File: src/hdl/rapc_pkg.sv
// Package with the shared types, codes and constants of the RGBA alpha converter.
`timescale 1ns / 1ps
package rapc_pkg;

  localparam int unsigned QueueDepth = 4;
  localparam int unsigned PtrW = $clog2(QueueDepth);
  localparam int unsigned NumStages = 9;
  localparam int unsigned LastStage = NumStages - 1;
  localparam int unsigned Capacity = QueueDepth + NumStages;

  localparam logic [7:0] MaxChannel = 8'd255;
  localparam logic [16:0] PremulRound = 17'd127;
  localparam logic [33:0] PremulRecip = 34'd32897;
  localparam int unsigned PremulShift = 23;

  localparam logic [1:0] MODE_STRAIGHT = 2'd0;
  localparam logic [1:0] MODE_PREMUL = 2'd1;
  localparam logic [1:0] MODE_OPAQUE = 2'd2;
  localparam logic [1:0] MODE_UNDEF = 2'd3;

  localparam logic [1:0] CFG_SOURCE_MODE = 2'd0;
  localparam logic [1:0] CFG_TARGET_MODE = 2'd1;
  localparam logic [1:0] CFG_CHECK_CONTENT = 2'd2;

  typedef enum logic [1:0] {
    OP_PASS = 2'd0,
    OP_PREMUL = 2'd1,
    OP_UNPREMUL = 2'd2
  } op_e;

  typedef struct packed {
    op_e op;
    logic err;
    logic [7:0] alpha;
    logic [2:0][7:0] chan;
  } item_t;

  typedef struct packed {
    logic full;
    logic empty;
  } q_status_t;

  typedef struct packed {
    logic [7:0] c;
    logic [7:0] rem;
    logic [7:0] nlo;
    logic [7:0] quo;
    logic [15:0] prod;
    logic [7:0] pm;
  } lane_t;

  typedef struct packed {
    op_e op;
    logic err;
    logic [7:0] alpha;
    lane_t [2:0] lane;
  } stage_t;

endpackage

File: src/hdl/rapc_if.sv
// Valid/ready channel interfaces for input pixels and converted pixels.
`timescale 1ns / 1ps
interface rapc_in_if;
  logic valid;
  logic ready;
  logic [7:0] red_in;
  logic [7:0] green_in;
  logic [7:0] blue_in;
  logic [7:0] alpha_in;

  modport source(output valid, red_in, green_in, blue_in, alpha_in, input ready);
  modport sink(input valid, red_in, green_in, blue_in, alpha_in, output ready);
endinterface

interface rapc_out_if;
  logic valid;
  logic ready;
  logic [7:0] red_out;
  logic [7:0] green_out;
  logic [7:0] blue_out;
  logic [7:0] alpha_out;
  logic content_error;

  modport source(output valid, red_out, green_out, blue_out, alpha_out, content_error,
                 input ready);
  modport sink(input valid, red_out, green_out, blue_out, alpha_out, content_error,
               output ready);
endinterface

File: src/hdl/rgba_alpha_premultiply_convert.sv
// Top level of the RGBA alpha converter: front end, item queue and conversion pipeline.
// An accepted item is written into the queue, then passes pipeline stages 0 to 8 in order
// and is offered from the last; a stall holds them all. Throughput is one item per cycle
// while the output is ready, set by the nine-stage pipeline with a divider step in stages 1 to 8.
// Up to 13 items are held inside: four in the queue and nine in the pipeline.
// Reset clears the queue, the pipeline valid bits and the configuration registers.
`timescale 1ns / 1ps
module rgba_alpha_premultiply_convert (
  input  logic       clk_i,
  input  logic       rst_ni,
  input  logic       cfg_we_i,
  input  logic [1:0] cfg_idx_i,
  input  logic [1:0] cfg_data_i,
  rapc_in_if.sink    in_if,
  rapc_out_if.source out_if
);
  import rapc_pkg::*;

  item_t push_item;
  item_t head_item;
  q_status_t q_status;
  logic push;
  logic pop;

  rapc_front u_front (
    .clk_i      (clk_i),
    .rst_ni     (rst_ni),
    .cfg_we_i   (cfg_we_i),
    .cfg_idx_i  (cfg_idx_i),
    .cfg_data_i (cfg_data_i),
    .in_if      (in_if),
    .q_status_i (q_status),
    .push_o     (push),
    .item_o     (push_item)
  );

  rapc_fifo u_fifo (
    .clk_i    (clk_i),
    .rst_ni   (rst_ni),
    .push_i   (push),
    .item_i   (push_item),
    .pop_i    (pop),
    .head_o   (head_item),
    .status_o (q_status)
  );

  rapc_back u_back (
    .clk_i      (clk_i),
    .rst_ni     (rst_ni),
    .head_i     (head_item),
    .q_status_i (q_status),
    .pop_o      (pop),
    .out_if     (out_if)
  );
endmodule

File: src/hdl/rapc_front.sv
// Front end: configuration registers, item acceptance, content check and classification.
`timescale 1ns / 1ps
module rapc_front (
  input  logic              clk_i,
  input  logic              rst_ni,
  input  logic              cfg_we_i,
  input  logic [1:0]        cfg_idx_i,
  input  logic [1:0]        cfg_data_i,
  rapc_in_if.sink           in_if,
  input  rapc_pkg::q_status_t q_status_i,
  output logic              push_o,
  output rapc_pkg::item_t   item_o
);
  import rapc_pkg::*;

  logic [1:0] src_q;
  logic tgt_q;
  logic chk_q;
  logic over;
  logic err;
  op_e op;

  always_ff @(posedge clk_i or negedge rst_ni) begin
    if (!rst_ni) begin
      src_q <= MODE_STRAIGHT;
      tgt_q <= 1'b1;
      chk_q <= 1'b0;
    end else if (cfg_we_i) begin
      unique case (cfg_idx_i)
        CFG_SOURCE_MODE: src_q <= cfg_data_i;
        CFG_TARGET_MODE: tgt_q <= cfg_data_i[0];
        CFG_CHECK_CONTENT: chk_q <= cfg_data_i[0];
        default: ;
      endcase
    end
  end

  assign over = (in_if.red_in > in_if.alpha_in) || (in_if.green_in > in_if.alpha_in) ||
                (in_if.blue_in > in_if.alpha_in);

  always_comb begin
    op = OP_PASS;
    err = 1'b0;
    if (src_q == MODE_UNDEF) begin
      err = 1'b1;
    end else begin
      if (chk_q && src_q != MODE_STRAIGHT) begin
        err = over || (src_q == MODE_OPAQUE && in_if.alpha_in != MaxChannel);
      end
      if (src_q != {1'b0, tgt_q} && src_q != MODE_OPAQUE) begin
        op = tgt_q ? OP_PREMUL : OP_UNPREMUL;
      end
    end
  end

  assign in_if.ready = !q_status_i.full;
  assign push_o = in_if.valid && !q_status_i.full;

  always_comb begin
    item_o.op = op;
    item_o.err = err;
    item_o.alpha = in_if.alpha_in;
    item_o.chan[0] = in_if.red_in;
    item_o.chan[1] = in_if.green_in;
    item_o.chan[2] = in_if.blue_in;
  end
endmodule

File: src/hdl/rapc_fifo.sv
// Short item queue between the front end and the conversion pipeline.
`timescale 1ns / 1ps
module rapc_fifo (
  input  logic                clk_i,
  input  logic                rst_ni,
  input  logic                push_i,
  input  rapc_pkg::item_t     item_i,
  input  logic                pop_i,
  output rapc_pkg::item_t     head_o,
  output rapc_pkg::q_status_t status_o
);
  import rapc_pkg::*;

  item_t mem_q [QueueDepth];
  logic [PtrW-1:0] wptr_q, wptr_d;
  logic [PtrW-1:0] rptr_q, rptr_d;
  logic [PtrW:0] cnt_q, cnt_d;

  assign status_o.full = (cnt_q == (PtrW + 1)'(QueueDepth));
  assign status_o.empty = (cnt_q == '0);
  assign head_o = mem_q[rptr_q];

  always_comb begin
    wptr_d = push_i ? PtrW'(wptr_q + 1'b1) : wptr_q;
    rptr_d = pop_i ? PtrW'(rptr_q + 1'b1) : rptr_q;
    cnt_d = cnt_q;
    if (push_i && !pop_i) begin
      cnt_d = (PtrW + 1)'(cnt_q + 1'b1);
    end else if (pop_i && !push_i) begin
      cnt_d = (PtrW + 1)'(cnt_q - 1'b1);
    end
  end

  always_ff @(posedge clk_i or negedge rst_ni) begin
    if (!rst_ni) begin
      wptr_q <= '0;
      rptr_q <= '0;
      cnt_q <= '0;
    end else begin
      wptr_q <= wptr_d;
      rptr_q <= rptr_d;
      cnt_q <= cnt_d;
    end
  end

  always_ff @(posedge clk_i) begin
    if (push_i) begin
      mem_q[wptr_q] <= item_i;
    end
  end
endmodule

File: src/hdl/rapc_back.sv
// Back end: pipelined premultiply and bit-per-stage unpremultiply divider per channel.
`timescale 1ns / 1ps
module rapc_back (
  input  logic                clk_i,
  input  logic                rst_ni,
  input  rapc_pkg::item_t     head_i,
  input  rapc_pkg::q_status_t q_status_i,
  output logic                pop_o,
  rapc_out_if.source          out_if
);
  import rapc_pkg::*;

  stage_t stage_q [NumStages];
  stage_t stage_d [NumStages];
  logic [NumStages-1:0] vld_q;
  logic adv;
  logic [7:0] res [3];

  always_comb begin
    logic [15:0] num;
    logic [8:0] r9;
    logic [16:0] y;
    logic [33:0] scaled;
    num = '0;
    r9 = '0;
    y = '0;
    scaled = '0;
    stage_d[0].op = head_i.op;
    stage_d[0].err = head_i.err;
    stage_d[0].alpha = head_i.alpha;
    for (int l = 0; l < 3; l++) begin
      num = {head_i.chan[l], 8'd0} - {8'd0, head_i.chan[l]} + {9'd0, head_i.alpha[7:1]};
      stage_d[0].lane[l].c = head_i.chan[l];
      stage_d[0].lane[l].rem = num[15:8];
      stage_d[0].lane[l].nlo = num[7:0];
      stage_d[0].lane[l].quo = '0;
      stage_d[0].lane[l].prod = 16'(head_i.chan[l]) * 16'(head_i.alpha);
      stage_d[0].lane[l].pm = '0;
    end
    for (int k = 1; k < NumStages; k++) begin
      stage_d[k] = stage_q[k-1];
      for (int l = 0; l < 3; l++) begin
        r9 = {stage_q[k-1].lane[l].rem, stage_q[k-1].lane[l].nlo[7]};
        if (r9 >= {1'b0, stage_q[k-1].alpha}) begin
          stage_d[k].lane[l].rem = 8'(r9 - {1'b0, stage_q[k-1].alpha});
          stage_d[k].lane[l].quo = {stage_q[k-1].lane[l].quo[6:0], 1'b1};
        end else begin
          stage_d[k].lane[l].rem = r9[7:0];
          stage_d[k].lane[l].quo = {stage_q[k-1].lane[l].quo[6:0], 1'b0};
        end
        stage_d[k].lane[l].nlo = {stage_q[k-1].lane[l].nlo[6:0], 1'b0};
        if (k == 1) begin
          y = {1'b0, stage_q[k-1].lane[l].prod} + PremulRound;
          scaled = 34'(y) * PremulRecip;
          stage_d[k].lane[l].pm = 8'(scaled >> PremulShift);
        end
      end
    end
  end

  assign adv = !vld_q[LastStage] || out_if.ready;
  assign pop_o = adv && !q_status_i.empty;

  always_ff @(posedge clk_i or negedge rst_ni) begin
    if (!rst_ni) begin
      vld_q <= '0;
    end else if (adv) begin
      vld_q <= {vld_q[NumStages-2:0], !q_status_i.empty};
    end
  end

  always_ff @(posedge clk_i) begin
    if (adv) begin
      for (int k = 0; k < NumStages; k++) begin
        stage_q[k] <= stage_d[k];
      end
    end
  end

  always_comb begin
    for (int l = 0; l < 3; l++) begin
      unique case (stage_q[LastStage].op)
        OP_PASS: res[l] = stage_q[LastStage].lane[l].c;
        OP_PREMUL: res[l] = stage_q[LastStage].lane[l].pm;
        OP_UNPREMUL: begin
          priority if (stage_q[LastStage].alpha == '0) begin
            res[l] = '0;
          end else if (stage_q[LastStage].lane[l].c >= stage_q[LastStage].alpha) begin
            res[l] = MaxChannel;
          end else begin
            res[l] = stage_q[LastStage].lane[l].quo;
          end
        end
        default: res[l] = stage_q[LastStage].lane[l].c;
      endcase
    end
  end

  assign out_if.valid = vld_q[LastStage];
  assign out_if.red_out = res[0];
  assign out_if.green_out = res[1];
  assign out_if.blue_out = res[2];
  assign out_if.alpha_out = stage_q[LastStage].alpha;
  assign out_if.content_error = stage_q[LastStage].err;
endmodule

File: src/flat_wrapper.sv
// flat-port wrapper written by rule: the top's interface ports become plain ports
module rgba_alpha_premultiply_convert_flat import rapc_pkg::*;
  (clk_i, rst_ni, cfg_we_i, cfg_idx_i, cfg_data_i, in_if_valid, in_if_red_in, in_if_green_in, in_if_blue_in, in_if_alpha_in, in_if_ready, out_if_valid, out_if_red_out, out_if_green_out, out_if_blue_out, out_if_alpha_out, out_if_content_error, out_if_ready);
  rapc_in_if in_if_i ();
  rapc_out_if out_if_i ();
  input  logic clk_i;
  input  logic rst_ni;
  input  logic cfg_we_i;
  input  logic [1:0] cfg_idx_i;
  input  logic [1:0] cfg_data_i;
  input wire logic [$bits(in_if_i.valid)-1:0] in_if_valid;
  input wire logic [$bits(in_if_i.red_in)-1:0] in_if_red_in;
  input wire logic [$bits(in_if_i.green_in)-1:0] in_if_green_in;
  input wire logic [$bits(in_if_i.blue_in)-1:0] in_if_blue_in;
  input wire logic [$bits(in_if_i.alpha_in)-1:0] in_if_alpha_in;
  output wire logic [$bits(in_if_i.ready)-1:0] in_if_ready;
  output wire logic [$bits(out_if_i.valid)-1:0] out_if_valid;
  output wire logic [$bits(out_if_i.red_out)-1:0] out_if_red_out;
  output wire logic [$bits(out_if_i.green_out)-1:0] out_if_green_out;
  output wire logic [$bits(out_if_i.blue_out)-1:0] out_if_blue_out;
  output wire logic [$bits(out_if_i.alpha_out)-1:0] out_if_alpha_out;
  output wire logic [$bits(out_if_i.content_error)-1:0] out_if_content_error;
  input wire logic [$bits(out_if_i.ready)-1:0] out_if_ready;
  assign in_if_i.valid = in_if_valid;
  assign in_if_i.red_in = in_if_red_in;
  assign in_if_i.green_in = in_if_green_in;
  assign in_if_i.blue_in = in_if_blue_in;
  assign in_if_i.alpha_in = in_if_alpha_in;
  assign in_if_ready = in_if_i.ready;
  assign out_if_valid = out_if_i.valid;
  assign out_if_red_out = out_if_i.red_out;
  assign out_if_green_out = out_if_i.green_out;
  assign out_if_blue_out = out_if_i.blue_out;
  assign out_if_alpha_out = out_if_i.alpha_out;
  assign out_if_content_error = out_if_i.content_error;
  assign out_if_i.ready = out_if_ready;
  rgba_alpha_premultiply_convert u_core (.clk_i(clk_i), .rst_ni(rst_ni), .cfg_we_i(cfg_we_i), .cfg_idx_i(cfg_idx_i), .cfg_data_i(cfg_data_i), .in_if(in_if_i), .out_if(out_if_i));
endmodule
File: config.mk
export PLATFORM = sky130hd
export DESIGN_NAME = rgba_alpha_premultiply_convert_flat
export DESIGN_NICKNAME = d
export VERILOG_FILES = /design/src/hdl/rapc_pkg.sv /design/src/hdl/rapc_if.sv /design/src/hdl/rgba_alpha_premultiply_convert.sv /design/src/hdl/rapc_front.sv /design/src/hdl/rapc_fifo.sv /design/src/hdl/rapc_back.sv /design/src/flat_wrapper.sv
export SDC_FILE = /design/constraint.sdc
export NUM_CORES = 2
export LEC_CHECK = 0
export BUFFER_PORTS_ARGS = -buffer_cell sky130_fd_sc_hd__buf_2
export CORE_MARGIN = 8
export CORE_UTILIZATION = 63
export CTS_CLUSTER_DIAMETER = 40
export DETAILED_ROUTE_END_ITERATION = 8
export PLACE_DENSITY = 0.89
export SYNTH_ARGS = -nofsm -noshare
export SYNTH_HDL_FRONTEND = slang
export SYNTH_SLANG_ARGS = --single-unit
export TNS_END_PERCENT = 10
File: constraint.sdc
create_clock -name clk_i -period 48.6 [get_ports clk_i]
set_input_delay 4.86 -clock clk_i [delete_from_list [all_inputs] [get_ports clk_i]]
set_output_delay 4.86 -clock clk_i [all_outputs]
set_load 0.01 [all_outputs]
# == After elaboration in Yosys (flattened, before gate mapping) ==
# Memory sizes are Yosys's and may differ from the RTL's.
# Index checks and enable logic that the tools add are counted.
# word_totals
word_cells,184
n_memories,2
reg_bits,20
ram_bits,1751
# memory_table
name,depth,width,rd,rd_ports_with_merged_regs,write_ports,line_no,rtl
u_core.u_back.stage_q,9,179,9,0,9,rapc_back.sv:13,stage_t stage_q [NumStages];
u_core.u_fifo.mem_q,4,35,1,0,1,rapc_fifo.sv:14,item_t mem_q [QueueDepth];
# classes
n_addsub,37
n_mul,6
mux,68
n_lt_le_gt_ge,30
n_reduce_logical,24
eq_ne,10
# ops
cell,count
2-to-1 mux 8 bit,30
>= comparator 9 x 8 -> 1 bit,24
subtractor 8 bit,24
multiplier 17 x 16 -> 31 bit (second input constant),3
adder 16 x 7 -> 17 bit (second input constant),3
adder 16 x 7 -> 16 bit,3
multiplier 8 x 8 -> 16 bit,3
case mux 8 bit (2 select lines),3
subtractor 16 x 8 -> 16 bit,3
2-to-1 mux 1 bit,30
>= comparator 8 bit,3
greater-than comparator 8 bit,3
equality test 2 bit (second input constant),4
zero test 8 bit,1
!= test 8 bit (second input constant),1
logical AND 1 bit,7
2-to-1 mux 2 bit,3
2-to-1 mux 3 bit,2
AND reduction 2 bit,3
zero test 1 bit,5
adder 2 x 1 -> 2 bit (second input constant),2
equality test 2 x 1 -> 1 bit (second input constant),2
logical OR 1 bit,4
nonzero test 2 bit,2
7 further kinds,7

# == Longest topological paths before layout ==
# logic_depth
depth_word,7
ltp_mapped,27

# == Cells and area by module ==
# From an unflattened synthesis, not the netlist that was laid out.
# hier_totals
hier_cells,4299
area_unflattened_um2,58803.9
# by_module_without_submodules
mod,area_per_inst_um2,cells_each,instances,seq_area_each_um2
rapc_back,52273.9,3957,1,29143.0
rapc_fifo,5500.3,217,1,4379.2
rapc_front,1029.7,125,1,101.3

# == Least setup slack after synthesis ==
# OpenSTA, ideal clock, no wires.
# synth_timing
path_type,input port to flip-flop
from,in out_if_ready
to,reg u_core.u_back.vld_q[1]
cell_stages,3
arrival_time_ns,34.545
setup_slack_ns,13.869
cell_sequence,nand2b_1 -> clkbuf_1 -> mux2_2
# synth_between
elab_chain_cells,1
# synth_rtl
element,line_no,rtl
"start, declared",flat_wrapper.sv:23,input wire logic [$bits(out_if_i.ready)-1:0] out_if_ready;
logical OR 1 bit,rapc_back.sv:61,assign adv = !vld_q[LastStage] || out_if.ready;
"end signal, assigned",rapc_back.sv:68,"vld_q <= {vld_q[NumStages-2:0], !q_status_i.empty};"
"end, declared",rapc_back.sv:15,logic [NumStages-1:0] vld_q;
# Every way passes these cells.
# A chain may end at the register's enable or synchronous reset.

==> metrics.txt <==
status finished, final reports clean; worst hold-check path type reg -> reg; largest family of logic cells by synthesized area adder cells; worst-path fanout max 94; Die ar. 103,000 µm²; Final WS setup 40.41 ns; Max Fclk 122 MHz; root buffer cell clkbuf_16; post-cts resize count 0; CP arrival 8.55 ns; Top-Level Pins 76; clock buffer depth 3; clk slew on worst S/H paths 0.06 ns; first-pass GRT wire length 198 mm; vias in the first global route 36.5k; crit path time final 8.19 ns; gr ovfl total 0; Util after Layout 0.706; initial core utilization 0.636; GRT Total Usage 0.246; reg-to-reg slack, setup 41.45 ns; worst hold endpoint u_core.u_back.stage_q[0][217]; max cap viols 0; Post-synth EDFFs 1,103; layout cells sized above 1 0.114; Fin Hold WS 0.400 ns; Setup Buffers After CTS 0; htree depth 4; WP data required 48.96 ns; Slew @ Worst Pin 1.17 ns; Post-synth ARST share 0.0178; number of DRC markers in iteration 0 3,213; initial antenna violation count 4; dpl hpwl 84.4 mm; post-synth top area share 0.568; final worst path period share 0.168; max-slew violation count 0; total CTS buffers 135; NumNets Final 5,220; Synth Flop Type edfxtp_1; Area growth syn-to-layout 11.1%; ranking of synthesized cells by area edfxtp_1 57%, ha_1 13%, fa_1 4.6%, mux2_2 2.8%, inv_1 2.8%; Final Hold Fails 0; XOR/XNOR Fraction of Synth Area 0.0362; Synth Area in Adders 0.173; pin count of the biggest net entering global routing 206; post-place setup slack 39.67 ns; YS warnings 0; post-synthesis cell type count 74; # rows 111; sequential share of the synthesized area 0.576; Synth Area in Simple Gates 0.0734; DRC 0; setup tns final 0 ns; Synth Register Bits 1,123; syn_nets 5,028; Post-synth top cells 1,103 x edfxtp_1, 595 x ha_1, 436 x inv_1; final WL 127 mm; clock latency on the worst-skew pair 0.75 ns; die height 320 µm; mux contribution to synthesized area 0.0431; CP Capture Type flop; final setup skew 0.0332 ns; FF-to-FF path depth 20; Synth Area in Compound Gates 0.0654; PortBufs 75; Post-CTS Hold Fix Bufs 0; Slew HR 0.221; Avg Inst Size Synth 13.7 µm²; first drt pass iteration count 6; CP startpoint kind input port; Num Clock Sinks 1,123; Cells after Synth 4,259; most frequent cell after synthesis edfxtp_1; RSZ-0062 raised after global routing false; DIE WIDTH 320 µm; Finish-stage setup viols 0; Hold Crit Start u_core.u_back.stage_q[0][37]; Hold Crit Depth 0; Reg-to-Reg Start u_core.u_fifo.rptr_q[1]; CTS tree built; post-synthesis cell area 58,400 µm²; WS Path Type in -> reg; vias post-DR 35.1k; cell taking the most area after synthesis edfxtp_1; core footprint 91,800 µm²; Critical R2R Capture u_core.u_back.stage_q[0][135]; Routed WL per cell 21.9 µm; vias per cell 6.04; gp weighted congestion 0.904; Antenna Violating Nets Remaining 0
## kinds of logic after synthesis
| logic type | after synthesis |
|---|---|
| AND/OR/NAND/NOR | 880 |
| multiplexers | 228 |
| adder cells (fa/ha/maj) | 728 |
| buffers and inverters | 488 |
| flip-flops | 1123 |
| XOR/XNOR | 241 |
| AO/OA/AOI/OAI | 571 |
## through the flow
stage	cells	area, µm²
4_1_cts	5803	64800
3_5_place_dp	5557	60300
6_report	5805	64800
5_1_grt	5803	64800
3_3_place_gp	5557	60300
2_1_floorplan	4259	58400
## registers in the layout, indices dropped and copies added (netlist names)
| register | count |
|---|---|
| u_core.u_front.chk_q | 1 |
| u_core.u_fifo.cnt_q | 3 |
| u_core.u_fifo.rptr_q | 2 |
| u_core.u_back.stage_q | 963 |
| u_core.u_front.src_q | 2 |
| u_core.u_back.vld_q | 9 |
| u_core.u_fifo.wptr_q | 2 |
| u_core.u_front.tgt_q | 1 |
| u_core.u_fifo.mem_q | 140 |
## final cells by class
class                   count  area (µm²)
flip-flops and latches   1123       33600
repair buffers            105         626
well taps                1243        1560
multi-input cells        2648       22900
clock buffers             148        3430
clock inverters            98        1090
diodes                      2        5.00
inverters                 438        1640
fillers                  5497       27000
## metal layers
layer,up-vias,wire (µm),share of wire,global-route usage
met5,-,7,0.000055,0
met4,2,7610,0.060,0.137
met3,516,8660,0.068,0.0476
met2,1711,63400,0.50,0.428
met1,16900,47300,0.37,0.285
li1,15900,-,-,-
## worst max-delay path, stage by stage
cell and delay, ns:
buf_2 0.08, nand2b_4 0.71, buf_4 0.88, buf_4 0.97
buf_4 0.83
## how the worst max path moves through the flow
stage | start | endpoint | slack [ns] | depth (start not counted)
global route | out_if_ready | u_core.u_back.stage_q[0][1412] | 40.17 | 5
CTS | out_if_ready | u_core.u_back.stage_q[0][1426] | 40.43 | 5
floorplan | out_if_ready | u_core.u_back.vld_q[1] | 13.87 | 3
global placement | out_if_ready | u_core.u_back.stage_q[0][1299] | 39.81 | 5
detailed placement | out_if_ready | u_core.u_back.stage_q[0][1412] | 39.67 | 5
finish | out_if_ready | u_core.u_back.stage_q[0][1426] | 40.41 | 5
## layout by cell type, fill, tap and decap left out, types with 12 or more instances in the layout
master,instances
fa_1,133
inv_1,436
clkinv_1,24
buf_2,75
xnor2_1,171
inv_6,21
dfrtp_1,17
o21ai_0,159
nor2b_1,99
a21o_1,78
nand4_1,52
xor2_1,70
nor3b_1,28
clkbuf_16,135
mux2_2,147
nand2b_1,33
buf_4,28
and3_1,26
nor3_1,44
nand3_1,29
edfxtp_1,1103
mux2i_1,77
a21oi_1,100
ha_1,595
nand2_1,185
nor4_1,25
nor2_1,316
a221oi_1,26
a211oi_2,21
bufinv_16,12
a21boi_0,54
clkbuf_1,13
o21a_1,57
Power is left out: the tool's default activity adds up to more than one toggle a clock period on the data nets, which glitch-free logic cannot reach.
